--- config.mk ---
export PLATFORM = sky130hd
export DESIGN_NAME = wheel_odometry_calibration_stats_core
export DESIGN_NICKNAME = d
export VERILOG_FILES = /design/src/rtl/core/wocs_pkg.sv /design/src/rtl/core/wheel_odometry_calibration_stats_core.sv /design/src/rtl/core/wocs_mul.sv /design/src/rtl/core/wocs_div.sv /design/src/rtl/core/wocs_dp.sv /design/src/rtl/core/wocs_ctrl.sv
export VERILOG_INCLUDE_DIRS = /design/src /design/src/rtl/core
export SDC_FILE = /design/constraint.sdc
export NUM_CORES = 2
export LEC_CHECK = 0
export BUFFER_PORTS_ARGS = -buffer_cell sky130_fd_sc_hd__buf_2
export CAP_MARGIN = 20
export CORE_UTILIZATION = 27
export DETAILED_ROUTE_END_ITERATION = 6
export SLEW_MARGIN = 30
export SYNTH_ARGS = -nofsm -noshare
export SYNTH_HDL_FRONTEND = slang
export SYNTH_HIERARCHICAL = 1
export SYNTH_SLANG_ARGS = --single-unit
--- constraint.sdc ---
create_clock -name clk -period 14.7 [get_ports clk]
set_input_delay 2.205 -clock clk [delete_from_list [all_inputs] [get_ports clk]]
set_output_delay 2.205 -clock clk [all_outputs]
set_load 0.02 [all_outputs]
--- src/rtl/core/wheel_odometry_calibration_stats_core_assert.svh ---
// assertion macros for the wheel odometry calibration statistics core
`ifndef WHEEL_ODOMETRY_CALIBRATION_STATS_CORE_ASSERT_SVH
`define WHEEL_ODOMETRY_CALIBRATION_STATS_CORE_ASSERT_SVH
`ifndef ASSERT_OFF
`define WOCS_ASSERT_IMP(label, a, b) \
  label: assert property (@(posedge clk) disable iff (rst) (a) |-> (b)) \
    else $error("wocs same-cycle check failed");
`define WOCS_ASSERT_NEXT(label, a, b) \
  label: assert property (@(posedge clk) disable iff (rst) (a) |=> (b)) \
    else $error("wocs next-cycle check failed");
`else
`define WOCS_ASSERT_IMP(label, a, b)
`define WOCS_ASSERT_NEXT(label, a, b)
`endif
`endif

--- src/rtl/core/wocs_pkg.sv ---
// shared types and constants of the wheel odometry calibration statistics core
package wocs_pkg;

  localparam int FRAC_BITS_DEF = 16;
  localparam int CFG_AW        = 4;

  // round(2^32 * 2 * pi / 60)
  localparam logic [31:0] TWO_PI_OVER_60_Q32 = 32'd449767924;

  localparam logic [16:0] GEAR_RST   = 17'd65536;
  localparam logic [30:0] BASE_RST   = 31'd38208;
  localparam logic [30:0] RADIUS_RST = 31'd65536;
  localparam logic [30:0] THRESH_RST = 31'd1311;

  typedef enum logic [1:0] {
    CFG_GEAR   = 2'd0,
    CFG_BASE   = 2'd1,
    CFG_RADIUS = 2'd2,
    CFG_THRESH = 2'd3
  } cfg_idx_t;

  typedef struct packed {
    logic [16:0] gear;
    logic [30:0] base;
    logic [30:0] radius;
    logic [30:0] thresh;
  } cfg_t;

  typedef struct packed {
    logic signed [31:0] rpm_front_left;
    logic signed [31:0] rpm_front_right;
    logic signed [31:0] rpm_rear_left;
    logic signed [31:0] rpm_rear_right;
    logic signed [31:0] odom_linear_vel;
    logic signed [31:0] yaw_rate;
  } in_item_t;

  typedef struct packed {
    logic signed [31:0] gear_mean;
    logic signed [31:0] gear_max;
    logic signed [31:0] gear_min;
    logic [30:0]        gear_variance;
    logic [31:0]        gear_samples;
    logic signed [31:0] base_mean;
    logic signed [31:0] base_max;
    logic signed [31:0] base_min;
    logic [30:0]        base_variance;
    logic [31:0]        base_samples;
  } out_item_t;

  typedef enum logic [3:0] {
    OP_NONE,
    OP_K,
    OP_VL,
    OP_VR,
    OP_VLR,
    OP_VRR,
    OP_BDIV,
    OP_GDIV,
    OP_SQ,
    OP_MDIV,
    OP_VDIV
  } op_t;

  typedef enum logic [4:0] {
    ST_IDLE,
    ST_K,
    ST_VL,
    ST_VR,
    ST_BCHK,
    ST_VLR,
    ST_VRR,
    ST_BDIV,
    ST_BSQ,
    ST_BMDIV,
    ST_BVDIV,
    ST_GCHK,
    ST_GDIV,
    ST_GSQ,
    ST_GMDIV,
    ST_GVDIV,
    ST_DONE
  } state_t;

  typedef struct packed {
    op_t  op;
    logic go;
    logic sel_base;
    logic load_in;
    logic load_out;
  } cmd_t;

  typedef struct packed {
    logic step_done;
    logic base_ok;
    logic gear_ok;
    logic out_free;
  } stat_t;

endpackage

--- src/rtl/core/wheel_odometry_calibration_stats_core.sv ---
// top level of the wheel odometry calibration statistics core
`include "wheel_odometry_calibration_stats_core_assert.svh"

// Wheel odometry calibration statistics. Each input item holds four motor rpm
// readings and the odometry linear and angular velocity (signed, FRAC_BITS
// fractional bits); each item yields exactly one result item holding the
// running mean, max, min, variance about nominal and sample count of the gear
// ratio and apparent baseline estimates. One item is worked at a time by a
// sequencer driving a shared shift-and-add multiplier (one multiplier bit a
// cycle) and a shared restoring divider. in_stall is low only while the
// sequencer is idle; the finished result sits in an output register, so a
// waiting result holds the next item only at its final step. Registers are
// written over the apb-style port at byte addresses 0 (nominal gear ratio),
// 4 (nominal baseline), 8 (wheel radius) and 12 (motion threshold), and
// should only be written while no item is in flight.
module wheel_odometry_calibration_stats_core #(
  parameter int FRAC_BITS = wocs_pkg::FRAC_BITS_DEF
) (
  input  logic                        clk,
  input  logic                        rst,
  input  logic                        in_valid,
  output logic                        in_stall,
  input  wocs_pkg::in_item_t          in_data,
  output logic                        out_valid,
  input  logic                        out_stall,
  output wocs_pkg::out_item_t         out_data,
  input  logic                        psel,
  input  logic                        penable,
  input  logic                        pwrite,
  input  logic [wocs_pkg::CFG_AW-1:0] paddr,
  input  logic [31:0]                 pwdata,
  output logic [31:0]                 prdata,
  output logic                        pready
);
  import wocs_pkg::*;

  cfg_t     cfg;
  cmd_t     cmd;
  stat_t    stat;
  cfg_idx_t reg_idx;
  logic     cfg_wr;

  // register index from the word address
  assign reg_idx = cfg_idx_t'(paddr[3:2]);
  assign cfg_wr  = psel && penable && pwrite;
  assign pready  = 1'b1;

  // configuration registers, bits above each width are dropped
  always_ff @(posedge clk) begin
    if (rst) begin
      cfg.gear   <= GEAR_RST;
      cfg.base   <= BASE_RST;
      cfg.radius <= RADIUS_RST;
      cfg.thresh <= THRESH_RST;
    end else if (cfg_wr) begin
      case (reg_idx)
        CFG_GEAR:   cfg.gear   <= pwdata[16:0];
        CFG_BASE:   cfg.base   <= pwdata[30:0];
        CFG_RADIUS: cfg.radius <= pwdata[30:0];
        CFG_THRESH: cfg.thresh <= pwdata[30:0];
        default:    cfg.gear   <= cfg.gear;
      endcase
    end
  end

  // read back
  always_comb begin
    case (reg_idx)
      CFG_GEAR:   prdata = {15'b0, cfg.gear};
      CFG_BASE:   prdata = {1'b0, cfg.base};
      CFG_RADIUS: prdata = {1'b0, cfg.radius};
      CFG_THRESH: prdata = {1'b0, cfg.thresh};
      default:    prdata = '0;
    endcase
  end

  // sequencer
  wocs_ctrl u_ctrl (
    .clk      (clk),
    .rst      (rst),
    .in_valid (in_valid),
    .in_stall (in_stall),
    .stat     (stat),
    .cmd      (cmd)
  );

  // arithmetic, statistics and result register
  wocs_dp #(.FRAC_BITS(FRAC_BITS)) u_dp (
    .clk       (clk),
    .rst       (rst),
    .cmd       (cmd),
    .stat      (stat),
    .cfg       (cfg),
    .in_data   (in_data),
    .out_data  (out_data),
    .out_valid (out_valid),
    .out_stall (out_stall)
  );

  // an accepted item always starts the sequencer
  `WOCS_ASSERT_NEXT(a_busy_after_accept, (in_valid && !in_stall), in_stall)
  // a result is only loaded when the output register is free
  `WOCS_ASSERT_IMP(a_load_when_free, cmd.load_out, (!out_valid || !out_stall))
  // a result only appears through a load
  `WOCS_ASSERT_NEXT(a_valid_from_load, (!out_valid && !cmd.load_out), !out_valid)

endmodule

--- src/rtl/core/wocs_mul.sv ---
// shift-and-add serial multiplier, one multiplier bit a cycle
module wocs_mul (
  input  logic        clk,
  input  logic        rst,
  input  logic        go,
  input  logic [32:0] a,
  input  logic [31:0] b,
  output logic        done,
  output logic [63:0] prod
);

  logic        busy;
  logic [63:0] acc;
  logic [63:0] ash;
  logic [31:0] b_r;

  always_ff @(posedge clk) begin
    if (rst) begin
      busy <= 1'b0;
    end else if (!busy) begin
      busy <= go;
    end else if (b_r == '0) begin
      busy <= 1'b0;
    end
  end

  always_ff @(posedge clk) begin
    if (!busy && go) begin
      acc <= '0;
      ash <= {31'b0, a};
      b_r <= b;
    end else if (busy && (b_r != '0)) begin
      if (b_r[0]) begin
        acc <= acc + ash;
      end
      ash <= ash << 1;
      b_r <= b_r >> 1;
    end
  end

  assign done = busy && (b_r == '0);
  assign prod = acc;

endmodule

--- src/rtl/core/wocs_div.sv ---
// restoring serial divider, one quotient bit a cycle
module wocs_div #(
  parameter int DW = 50
) (
  input  logic          clk,
  input  logic          rst,
  input  logic          go,
  input  logic [DW-1:0] dvd,
  input  logic [32:0]   dvs,
  output logic          done,
  output logic [DW-1:0] quo
);

  localparam int CW = $clog2(DW + 1);

  logic          busy;
  logic [CW-1:0] cnt;
  logic [32:0]   rem;
  logic [32:0]   dvs_r;
  logic [DW-1:0] q;
  logic [34:0]   trial;

  assign trial = {1'b0, rem, q[DW-1]} - {2'b0, dvs_r};

  always_ff @(posedge clk) begin
    if (rst) begin
      busy <= 1'b0;
    end else if (!busy) begin
      busy <= go;
    end else if (cnt == '0) begin
      busy <= 1'b0;
    end
  end

  always_ff @(posedge clk) begin
    if (!busy && go) begin
      rem   <= '0;
      q     <= dvd;
      dvs_r <= dvs;
      cnt   <= CW'(DW);
    end else if (busy && (cnt != '0)) begin
      cnt <= cnt - 1'b1;
      if (!trial[34]) begin
        rem <= trial[32:0];
        q   <= {q[DW-2:0], 1'b1};
      end else begin
        rem <= {rem[31:0], q[DW-1]};
        q   <= {q[DW-2:0], 1'b0};
      end
    end
  end

  assign done = busy && (cnt == '0);
  assign quo  = q;

endmodule

--- src/rtl/core/wocs_dp.sv ---
// datapath: item registers, shared multiplier and divider, statistics, output register
module wocs_dp #(
  parameter int FRAC_BITS = 16
) (
  input  logic                clk,
  input  logic                rst,
  input  wocs_pkg::cmd_t      cmd,
  output wocs_pkg::stat_t     stat,
  input  wocs_pkg::cfg_t      cfg,
  input  wocs_pkg::in_item_t  in_data,
  output wocs_pkg::out_item_t out_data,
  output logic                out_valid,
  input  logic                out_stall
);
  import wocs_pkg::*;

  localparam int DW = FRAC_BITS + 34;
  localparam longint ONE_L      = 64'sd1 << FRAC_BITS;
  localparam longint BMEAN_L    = ((64'sd583 << FRAC_BITS) + 64'sd500) / 64'sd1000;
  localparam longint THOUSAND_L = 64'sd1000 << FRAC_BITS;
  localparam logic signed [31:0] ONE_RST   = 32'(ONE_L);
  localparam logic signed [31:0] BMEAN_RST = 32'(BMEAN_L);
  localparam logic signed [31:0] BMIN_RST  =
    (THOUSAND_L > 64'sd2147483647) ? 32'sh7FFF_FFFF : 32'(THOUSAND_L);

  function automatic logic [32:0] mag33(input logic signed [32:0] v);
    logic [32:0] r;
    r = v[32] ? 33'(-v) : 33'(v);
    return r;
  endfunction

  function automatic logic signed [31:0] sat_sm(input logic [63:0] m, input logic neg);
    logic signed [31:0] r;
    if (neg) begin
      r = (m >= 64'h8000_0000) ? 32'sh8000_0000 : -$signed(m[31:0]);
    end else begin
      r = (m > 64'h7FFF_FFFF) ? 32'sh7FFF_FFFF : $signed(m[31:0]);
    end
    return r;
  endfunction

  in_item_t           in_r;
  logic [27:0]        k;
  logic signed [31:0] vl, vr, vlr, vrr, xs;
  logic [30:0]        d2;

  logic signed [31:0] g_mean, g_max, g_min, b_mean, b_max, b_min;
  logic [30:0]        g_var, b_var;
  logic [31:0]        g_cnt, b_cnt;

  logic signed [32:0] sum_l, sum_r, diff_b, s, ang33, lin33;
  logic signed [32:0] dev, mean_diff, var_diff;
  logic signed [31:0] cur_mean, cur_max, cur_min;
  logic [30:0]        cur_var;
  logic [31:0]        cur_cnt;
  logic [32:0]        nom, dm, n1;

  logic [32:0]        mul_a;
  logic [31:0]        mul_b;
  logic               mul_go, mul_done;
  logic [63:0]        prod, prod_f, prod_f1;
  logic [DW-1:0]      dvd, quo;
  logic [32:0]        dvs;
  logic               div_go, div_done;
  logic [32:0]        q33;
  logic signed [33:0] q_signed, mean_new, var_new;
  logic signed [31:0] x_div;
  logic [31:0]        cnt_new;

  assign sum_l  = {in_r.rpm_front_left[31], in_r.rpm_front_left}
                + {in_r.rpm_rear_left[31], in_r.rpm_rear_left};
  assign sum_r  = {in_r.rpm_front_right[31], in_r.rpm_front_right}
                + {in_r.rpm_rear_right[31], in_r.rpm_rear_right};
  assign diff_b = {vrr[31], vrr} - {vlr[31], vlr};
  assign s      = {vl[31], vl} + {vr[31], vr};
  assign ang33  = {in_r.yaw_rate[31], in_r.yaw_rate};
  assign lin33  = {in_r.odom_linear_vel[31], in_r.odom_linear_vel};

  assign cur_mean = cmd.sel_base ? b_mean : g_mean;
  assign cur_max  = cmd.sel_base ? b_max  : g_max;
  assign cur_min  = cmd.sel_base ? b_min  : g_min;
  assign cur_var  = cmd.sel_base ? b_var  : g_var;
  assign cur_cnt  = cmd.sel_base ? b_cnt  : g_cnt;
  assign nom      = cmd.sel_base ? {2'b0, cfg.base} : {16'b0, cfg.gear};

  assign dev       = {xs[31], xs} - $signed(nom);
  assign dm        = mag33(dev);
  assign mean_diff = {xs[31], xs} - {cur_mean[31], cur_mean};
  assign var_diff  = $signed({2'b0, d2}) - $signed({2'b0, cur_var});
  assign n1        = {1'b0, cur_cnt} + 33'd1;

  // operand selection
  always_comb begin
    mul_a = '0;
    mul_b = '0;
    dvd   = '0;
    dvs   = '0;
    case (cmd.op)
      OP_K: begin
        mul_a = {2'b0, cfg.radius};
        mul_b = TWO_PI_OVER_60_Q32;
      end
      OP_VL: begin
        mul_a = mag33(sum_l);
        mul_b = {4'b0, k};
      end
      OP_VR: begin
        mul_a = mag33(sum_r);
        mul_b = {4'b0, k};
      end
      OP_VLR: begin
        mul_a = mag33({vl[31], vl});
        mul_b = {15'b0, cfg.gear};
      end
      OP_VRR: begin
        mul_a = mag33({vr[31], vr});
        mul_b = {15'b0, cfg.gear};
      end
      OP_SQ: begin
        mul_a = dm;
        mul_b = dm[31:0];
      end
      OP_BDIV: begin
        dvd = DW'(mag33(diff_b)) << FRAC_BITS;
        dvs = mag33(ang33);
      end
      OP_GDIV: begin
        dvd = DW'(mag33(lin33)) << (FRAC_BITS + 1);
        dvs = mag33(s);
      end
      OP_MDIV: begin
        dvd = DW'(mag33(mean_diff));
        dvs = n1;
      end
      OP_VDIV: begin
        dvd = DW'(mag33(var_diff));
        dvs = n1;
      end
      default: begin
        mul_a = '0;
      end
    endcase
  end

  assign mul_go = cmd.go && ((cmd.op == OP_K) || (cmd.op == OP_VL) || (cmd.op == OP_VR) ||
                             (cmd.op == OP_VLR) || (cmd.op == OP_VRR) || (cmd.op == OP_SQ));
  assign div_go = cmd.go && ((cmd.op == OP_BDIV) || (cmd.op == OP_GDIV) ||
                             (cmd.op == OP_MDIV) || (cmd.op == OP_VDIV));

  wocs_mul u_mul (
    .clk  (clk),
    .rst  (rst),
    .go   (mul_go),
    .a    (mul_a),
    .b    (mul_b),
    .done (mul_done),
    .prod (prod)
  );

  wocs_div #(.DW(DW)) u_div (
    .clk  (clk),
    .rst  (rst),
    .go   (div_go),
    .dvd  (dvd),
    .dvs  (dvs),
    .done (div_done),
    .quo  (quo)
  );

  assign prod_f  = prod >> FRAC_BITS;
  assign prod_f1 = prod >> (FRAC_BITS + 1);
  assign q33     = quo[32:0];
  assign x_div   = sat_sm(64'(quo), (cmd.op == OP_BDIV)
                                    ? (diff_b[32] != ang33[32])
                                    : (lin33[32] != s[32]));
  // quotient sign follows the dividend
  assign q_signed = (cmd.op == OP_MDIV)
                    ? (mean_diff[32] ? -$signed({1'b0, q33}) : $signed({1'b0, q33}))
                    : (var_diff[32]  ? -$signed({1'b0, q33}) : $signed({1'b0, q33}));
  assign mean_new = {{2{cur_mean[31]}}, cur_mean} + q_signed;
  assign var_new  = $signed({3'b0, cur_var}) + q_signed;
  assign cnt_new  = (cur_cnt == '1) ? cur_cnt : cur_cnt + 32'd1;

  always_ff @(posedge clk) begin
    if (cmd.load_in) begin
      in_r <= in_data;
    end
    if (mul_done) begin
      case (cmd.op)
        OP_K:   k   <= prod[59:32];
        OP_VL:  vl  <= sat_sm(prod_f1, (!sum_l[32]) && (sum_l != '0));
        OP_VR:  vr  <= sat_sm(prod_f1, sum_r[32]);
        OP_VLR: vlr <= sat_sm(prod_f, vl[31]);
        OP_VRR: vrr <= sat_sm(prod_f, vr[31]);
        OP_SQ:  d2  <= (prod_f > 64'h7FFF_FFFF) ? '1 : prod_f[30:0];
        default: k  <= k;
      endcase
    end
    if (div_done && ((cmd.op == OP_BDIV) || (cmd.op == OP_GDIV))) begin
      xs <= x_div;
    end
  end

  // statistics registers
  always_ff @(posedge clk) begin
    if (rst) begin
      g_mean <= ONE_RST;
      g_max  <= '0;
      g_min  <= ONE_RST;
      g_var  <= '0;
      g_cnt  <= '0;
      b_mean <= BMEAN_RST;
      b_max  <= '0;
      b_min  <= BMIN_RST;
      b_var  <= '0;
      b_cnt  <= '0;
    end else if (div_done && (cmd.op == OP_MDIV)) begin
      if (cmd.sel_base) begin
        b_mean <= mean_new[31:0];
      end else begin
        g_mean <= mean_new[31:0];
      end
    end else if (div_done && (cmd.op == OP_VDIV)) begin
      if (cmd.sel_base) begin
        b_var <= var_new[30:0];
        b_cnt <= cnt_new;
        if (xs > cur_max) b_max <= xs;
        if (xs < cur_min) b_min <= xs;
      end else begin
        g_var <= var_new[30:0];
        g_cnt <= cnt_new;
        if (xs > cur_max) g_max <= xs;
        if (xs < cur_min) g_min <= xs;
      end
    end
  end

  // output register
  always_ff @(posedge clk) begin
    if (rst) begin
      out_valid <= 1'b0;
    end else if (cmd.load_out) begin
      out_valid <= 1'b1;
    end else if (!out_stall) begin
      out_valid <= 1'b0;
    end
  end

  always_ff @(posedge clk) begin
    if (cmd.load_out) begin
      out_data.gear_mean     <= g_mean;
      out_data.gear_max      <= g_max;
      out_data.gear_min      <= g_min;
      out_data.gear_variance <= g_var;
      out_data.gear_samples  <= g_cnt;
      out_data.base_mean     <= b_mean;
      out_data.base_max      <= b_max;
      out_data.base_min      <= b_min;
      out_data.base_variance <= b_var;
      out_data.base_samples  <= b_cnt;
    end
  end

  assign stat.step_done = mul_done || div_done;
  assign stat.base_ok   = (in_r.yaw_rate != '0) && (mag33(ang33) >= {2'b0, cfg.thresh});
  assign stat.gear_ok   = (s != '0) && (mag33(lin33) >= {2'b0, cfg.thresh});
  assign stat.out_free  = !out_valid || !out_stall;

endmodule

--- src/rtl/core/wocs_ctrl.sv ---
// sequencer that steps the datapath through one item
module wocs_ctrl (
  input  logic            clk,
  input  logic            rst,
  input  logic            in_valid,
  output logic            in_stall,
  input  wocs_pkg::stat_t stat,
  output wocs_pkg::cmd_t  cmd
);
  import wocs_pkg::*;

  state_t state, state_next;

  always_ff @(posedge clk) begin
    if (rst) begin
      state <= ST_IDLE;
    end else begin
      state <= state_next;
    end
  end

  always_comb begin
    state_next = state;
    case (state)
      ST_IDLE:  if (in_valid) state_next = ST_K;
      ST_K:     if (stat.step_done) state_next = ST_VL;
      ST_VL:    if (stat.step_done) state_next = ST_VR;
      ST_VR:    if (stat.step_done) state_next = ST_BCHK;
      ST_BCHK:  state_next = stat.base_ok ? ST_VLR : ST_GCHK;
      ST_VLR:   if (stat.step_done) state_next = ST_VRR;
      ST_VRR:   if (stat.step_done) state_next = ST_BDIV;
      ST_BDIV:  if (stat.step_done) state_next = ST_BSQ;
      ST_BSQ:   if (stat.step_done) state_next = ST_BMDIV;
      ST_BMDIV: if (stat.step_done) state_next = ST_BVDIV;
      ST_BVDIV: if (stat.step_done) state_next = ST_GCHK;
      ST_GCHK:  state_next = stat.gear_ok ? ST_GDIV : ST_DONE;
      ST_GDIV:  if (stat.step_done) state_next = ST_GSQ;
      ST_GSQ:   if (stat.step_done) state_next = ST_GMDIV;
      ST_GMDIV: if (stat.step_done) state_next = ST_GVDIV;
      ST_GVDIV: if (stat.step_done) state_next = ST_DONE;
      ST_DONE:  if (stat.out_free) state_next = ST_IDLE;
      default:  state_next = ST_IDLE;
    endcase
  end

  always_comb begin
    cmd.op       = OP_NONE;
    cmd.sel_base = 1'b0;
    cmd.load_in  = 1'b0;
    cmd.load_out = 1'b0;
    case (state)
      ST_IDLE:  cmd.load_in = in_valid;
      ST_K:     cmd.op = OP_K;
      ST_VL:    cmd.op = OP_VL;
      ST_VR:    cmd.op = OP_VR;
      ST_VLR:   cmd.op = OP_VLR;
      ST_VRR:   cmd.op = OP_VRR;
      ST_BDIV:  cmd.op = OP_BDIV;
      ST_BSQ: begin
        cmd.op       = OP_SQ;
        cmd.sel_base = 1'b1;
      end
      ST_BMDIV: begin
        cmd.op       = OP_MDIV;
        cmd.sel_base = 1'b1;
      end
      ST_BVDIV: begin
        cmd.op       = OP_VDIV;
        cmd.sel_base = 1'b1;
      end
      ST_GDIV:  cmd.op = OP_GDIV;
      ST_GSQ:   cmd.op = OP_SQ;
      ST_GMDIV: cmd.op = OP_MDIV;
      ST_GVDIV: cmd.op = OP_VDIV;
      ST_DONE:  cmd.load_out = stat.out_free;
      default:  cmd.op = OP_NONE;
    endcase
    cmd.go = (cmd.op != OP_NONE);
  end

  assign in_stall = (state != ST_IDLE);

endmodule

# [Word-level counts from Yosys, hierarchy flattened]
# Index checks and enable logic that the tools add are counted.
[classes] add_sub_neg=29 n_lt_le_gt_ge=10 eq_ne=48 muxes=74 bitwise_logic=2 n_reduce_logical=71
[ops] cell="$mux 32" n=21
[ops] cell="$mux 33" n=14
[ops] cell="$pmux 32 s4" n=2
[ops] cell="$neg 33->33" n=7
[ops] cell="$pmux 50 s4" n=1
[ops] cell="$pmux 33 s6" n=1
[ops] cell="$neg 32->33" n=4
[ops] cell="$neg 32->32" n=4
[ops] cell="$mux 50" n=2
[ops] cell="$add 32x32->33" n=3
[ops] cell="$pmux 33 s3" n=1
[ops] cell="$sub 32x32->33" n=3
[ops] cell="$pmux 5 s17" n=1
[ops] cell="$mux 5" n=16
[ops] cell="$ge 33x31->1" n=2
[ops] cell="$reduce_bool 33->1" n=2
[ops] cell="$add 64x64->64" n=1
[ops] cell="$reduce_bool 32->1" n=2
[ops] cell="$mux 31" n=2
[ops] cell="$ge 50x32->1 const B" n=1
[ops] cell="$gt 50x31->1 const B" n=1
[ops] cell="$ge 48x32->1 const B" n=1
[ops] cell="$gt 48x31->1 const B" n=1
[ops] cell="$ge 47x32->1 const B" n=1
[ops] cell="46 further kinds" n=140
[totals] register_bits=1447 out_inout_bits=353

# [Logic depth before layout (Yosys ltp)]
[depth] depth_word=12 mapped_depth=39

# [By module]
# The synthesis kept the hierarchy.
[by_module_without_submodules] mod="wocs_dp" n_inst=1 cells_each=7524 area_per_inst_um2=69452.9
[by_module_without_submodules] mod="wocs_mul" n_inst=1 cells_each=1248 area_per_inst_um2=10024.6
[by_module_without_submodules] mod="wocs_div" n_inst=1 cells_each=757 area_per_inst_um2=6891.6
[by_module_without_submodules] mod="wheel_odometry_calibration_stats_core" n_inst=1 cells_each=469 area_per_inst_um2=5225.0
[by_module_without_submodules] mod="wocs_ctrl" n_inst=1 cells_each=73 area_per_inst_um2=548.0

# [Worst setup path before layout]
# Ideal clock, no wire load.
[synth_path] path_kind="input to register" from="in in_valid" to="reg u_dp.in_r, in the netlist u_dp/ang33[0] (enable)" arrival_ps=10132 required_time_ps=13952 path_slack_ps=3819 path_stages=2 n_path_buf=0 cell_sequence="inv_1 -> nor2_1"
[synth_rtl] item="start: declaration" line_no="wheel_odometry_calibration_stats_core.sv:21" source="input logic in_valid,"
[synth_rtl] item="end signal: assignment" line_no="wocs_dp.sv:186" source="in_r <= in_data;"
[synth_rtl] item="end: declaration" line_no="wocs_dp.sv:42" source="in_item_t in_r;"

==> impl_metrics.toml <==
[layout]
nNetsFinal = 11300
drive_above_1_share = 0.118
finish.utilization = 0.312
fillers = 35300
stdcell_count = 15200
synthToLayoutAreaGrowth_pct = 15.0

[timing]
setup_ws_ps = 4210
highest_achievable_clock_rate_mhz = 95.3
final.setup_skew_ps = 69.3
final.period_utilization = 0.714
finalSetupTns_ps = 0
final_period_minus_worst_setup_slack_ps = 10490
finalHoldViolCount = 0
setup_repair_after_global_routing_missed_its_margin = "false"
finalMaxSlewViolations = 0
final-setup-viol-count = 0
tightest_slew_ps = 1070
timing.slew.headroom = 0.281

[clock_network]
cts_inserted_buffers = 173
ctsLongestPathBuffers = 4
cts_setup_buffers = 0
tritoncts_clock_tree = "built"
htree_levels = 4
cts-root-buf = "sky130_fd_sc_hd__clkbuf_16"
cts_sinks = 1447
clkTransAtPathRegs_ps = 60
ctsResizeCount = 0
clock_latency_ps = 920
post_cts_hold_buffer_count = 0

[route]
drc = 306
wl_um = 359000
avgRoutedWirePerCell_um = 23.7
detailedRoute.firstPassIterationCount = 7
detail-route-antenna-nets = 0
drt-vias-per-instance = 5.26
initialDrtViolationCount = 8025
detailroute.via_count = 79800

[place]
dp_slack_ps = 4160
numPlacedInstances = 14800
placement.io_buffers = 582
routabilityCongestion = 1.01
hpwlAfterDp_um = 277000

[die]
top_level_ports = 588
initial_core_utilization = 0.271
floorplan.die_area_um2 = 344000
core-area_um2 = 340000
y_dimension_of_the_die_um = 586
fp-row-count = 214
die_w_um = 586

[grt]
grt_max_degree = 204
globalRouteOverflowTotal = 0
grt_pass1_vias = 73400
grt_first_pass_wirelength_um = 508000
total_routing_usage_gr = 0.199
antenna_violations_before_repair = 20

[synth]
netlist_area_um2 = 92100
synth.net_count = 10800
yosysSeqAreaShare = 0.410
ys_warn_count = 6
syn_avg_cell_area_um2 = 9.15
postSynth.topFlopCell = "sky130_fd_sc_hd__edfxtp_1"
synth.top_cells.by_area = "sky130_fd_sc_hd__edfxtp_1, sky130_fd_sc_hd__dfxtp_1, sky130_fd_sc_hd__ha_1"
postSynth.asyncResetShare = 0
synth_enable_flop_cells = 877
post-synth-top-count-cell = "sky130_fd_sc_hd__nand2_1"
post_synth_num_cell_types = 132
synth_largest_type_area_fraction = 0.286
netlist_top_cells_count = "sky130_fd_sc_hd__nand2_1, sky130_fd_sc_hd__edfxtp_1, sky130_fd_sc_hd__nor2_1, sky130_fd_sc_hd__a21oi_1, sky130_fd_sc_hd__dfxtp_1"
syn_inst = 10100
netlist.top_cell.by_area = "sky130_fd_sc_hd__edfxtp_1"
synth-seq-cells = 1447

[status]
run_status = "finished with violations"
violated_checks = "DRC"

[worst_setup_path]
critPathCaptureType = "register"
cp.arrival_ps = 11270
setup.worst_path.start_class = "register"
critical_path_required_ps = 15480
crit_buf_inv = 3
path_max_fanout = 78
cp_slowest_stage_delay_ps = 800
timing.critical_path.max_delay_family = "compound AO/OA/AOI/OAI gates"
timing.critical_path.slowest_stage_cell = "sky130_fd_sc_hd__a21boi_1"
timing_worst_setup_path_type = "reg2reg"
worst_path_most_repeated_cell = "sky130_fd_sc_hd__a21oi_1"

[power_and_ir_drop]
p_leak_uw = 0.0409
power-per-cell-area_nw_per_um2 = 154
max-vdd-ir-drop_mv = 0.123

[job]
drv.max_cap_violation_count = 0

[min_path]
min-delay-path-class = "reg2reg"
## registers in the layout, summed over array words and instances, names as in the netlist, 33 cells and up
name,count
u_dp/in_r,160
u_dp/out_data,318
u_dp/u_div/dvs_r,33
u_dp/u_mul/prod,64
cfg,110
u_dp/u_div/quo,50
u_dp/u_mul/ash,64
u_dp/u_div/rem,33
## cell type report
type / count / area, µm² / share of cell area
flip-flops and latches: 1447 / 37700 / 0.356
repair buffers: 736 / 4150 / 0.0392
clock buffers: 217 / 4700 / 0.0443
clock inverters: 103 / 1130 / 0.0107
diodes: 14 / 35.0 / 0.000331
well taps: 4536 / 5680 / 0.0535
multi-input cells: 7764 / 51200 / 0.483
inverters: 355 / 1330 / 0.0126
## per-stage QoR
step | hold WS, ps | total power (µW) | area [µm²]
2_1_floorplan | 423 | 9550 | 92100
3_3_place_gp | 438 | 11700 | 100000
3_5_place_dp | 443 | 11700 | 100000
4_1_cts | 434 | 16300 | 106000
5_1_grt | 452 | 17100 | 106000
6_report | 430 | 16300 | 106000
## where the power goes
part,switching (µW),internal (µW)
combinational,4450,2120
sequential,347,4930
clock,1890,2590
## layout by cell type (no fill, tap or decap), types with 196 or more instances in the layout
master | synthesis | final
sky130_fd_sc_hd__a21o_1 | 196 | 196
sky130_fd_sc_hd__inv_1 | 354 | 353
sky130_fd_sc_hd__xor2_1 | 263 | 263
sky130_fd_sc_hd__o21ai_0 | 488 | 486
sky130_fd_sc_hd__mux2i_1 | 419 | 419
sky130_fd_sc_hd__nand2b_1 | 216 | 215
sky130_fd_sc_hd__nand3_1 | 206 | 204
sky130_fd_sc_hd__nand2_1 | 1361 | 1354
sky130_fd_sc_hd__xnor2_1 | 410 | 409
sky130_fd_sc_hd__edfxtp_1 | 877 | 877
sky130_fd_sc_hd__dfxtp_1 | 570 | 570
sky130_fd_sc_hd__ha_1 | 528 | 528
sky130_fd_sc_hd__nor2_1 | 802 | 795
sky130_fd_sc_hd__a21oi_1 | 753 | 752
sky130_fd_sc_hd__buf_2 | 44 | 580
## cell families after synthesis
family | count (synthesis) | synth area share
AND/OR/NAND/NOR | 3521 | 0.180
AO/OA/AOI/OAI | 2567 | 0.182
flip-flops | 1447 | 0.410
buffers and inverters | 860 | 0.0373
XOR/XNOR | 674 | 0.0642
adder cells (fa/ha/maj) | 539 | 0.0741
multiplexers | 460 | 0.0527
other | 3 | 0.000122
## worst paths after layout
path,cells past startpoint,startpoint,slack [ps],end
setup / recovery,31,u_ctrl/state[3]$_SDFFE_PP0P_,4210,u_dp/b_mean[31]$_SDFFE_PP0P_
hold / removal,0,u_dp/g_min[21]$_SDFFE_PP0P_,430,u_dp/out_data[243]$_DFFE_PP_
hold reg to reg,0,u_dp/g_min[21]$_SDFFE_PP0P_,430,u_dp/out_data[243]$_DFFE_PP_
setup reg to reg,31,u_ctrl/state[3]$_SDFFE_PP0P_,4210,u_dp/b_mean[31]$_SDFFE_PP0P_
## layer usage
layer / vias to the layer above / wire (µm) / global-route usage
met1: 38400 / 147000 / 0.250
li1: 37600 / - / -
met5: - / 41 / 0
met4: 6 / 25600 / 0.124
met2: 3157 / 162000 / 0.321
met3: 682 / 24100 / 0.0305
Power figures use the tool's default switching activity.
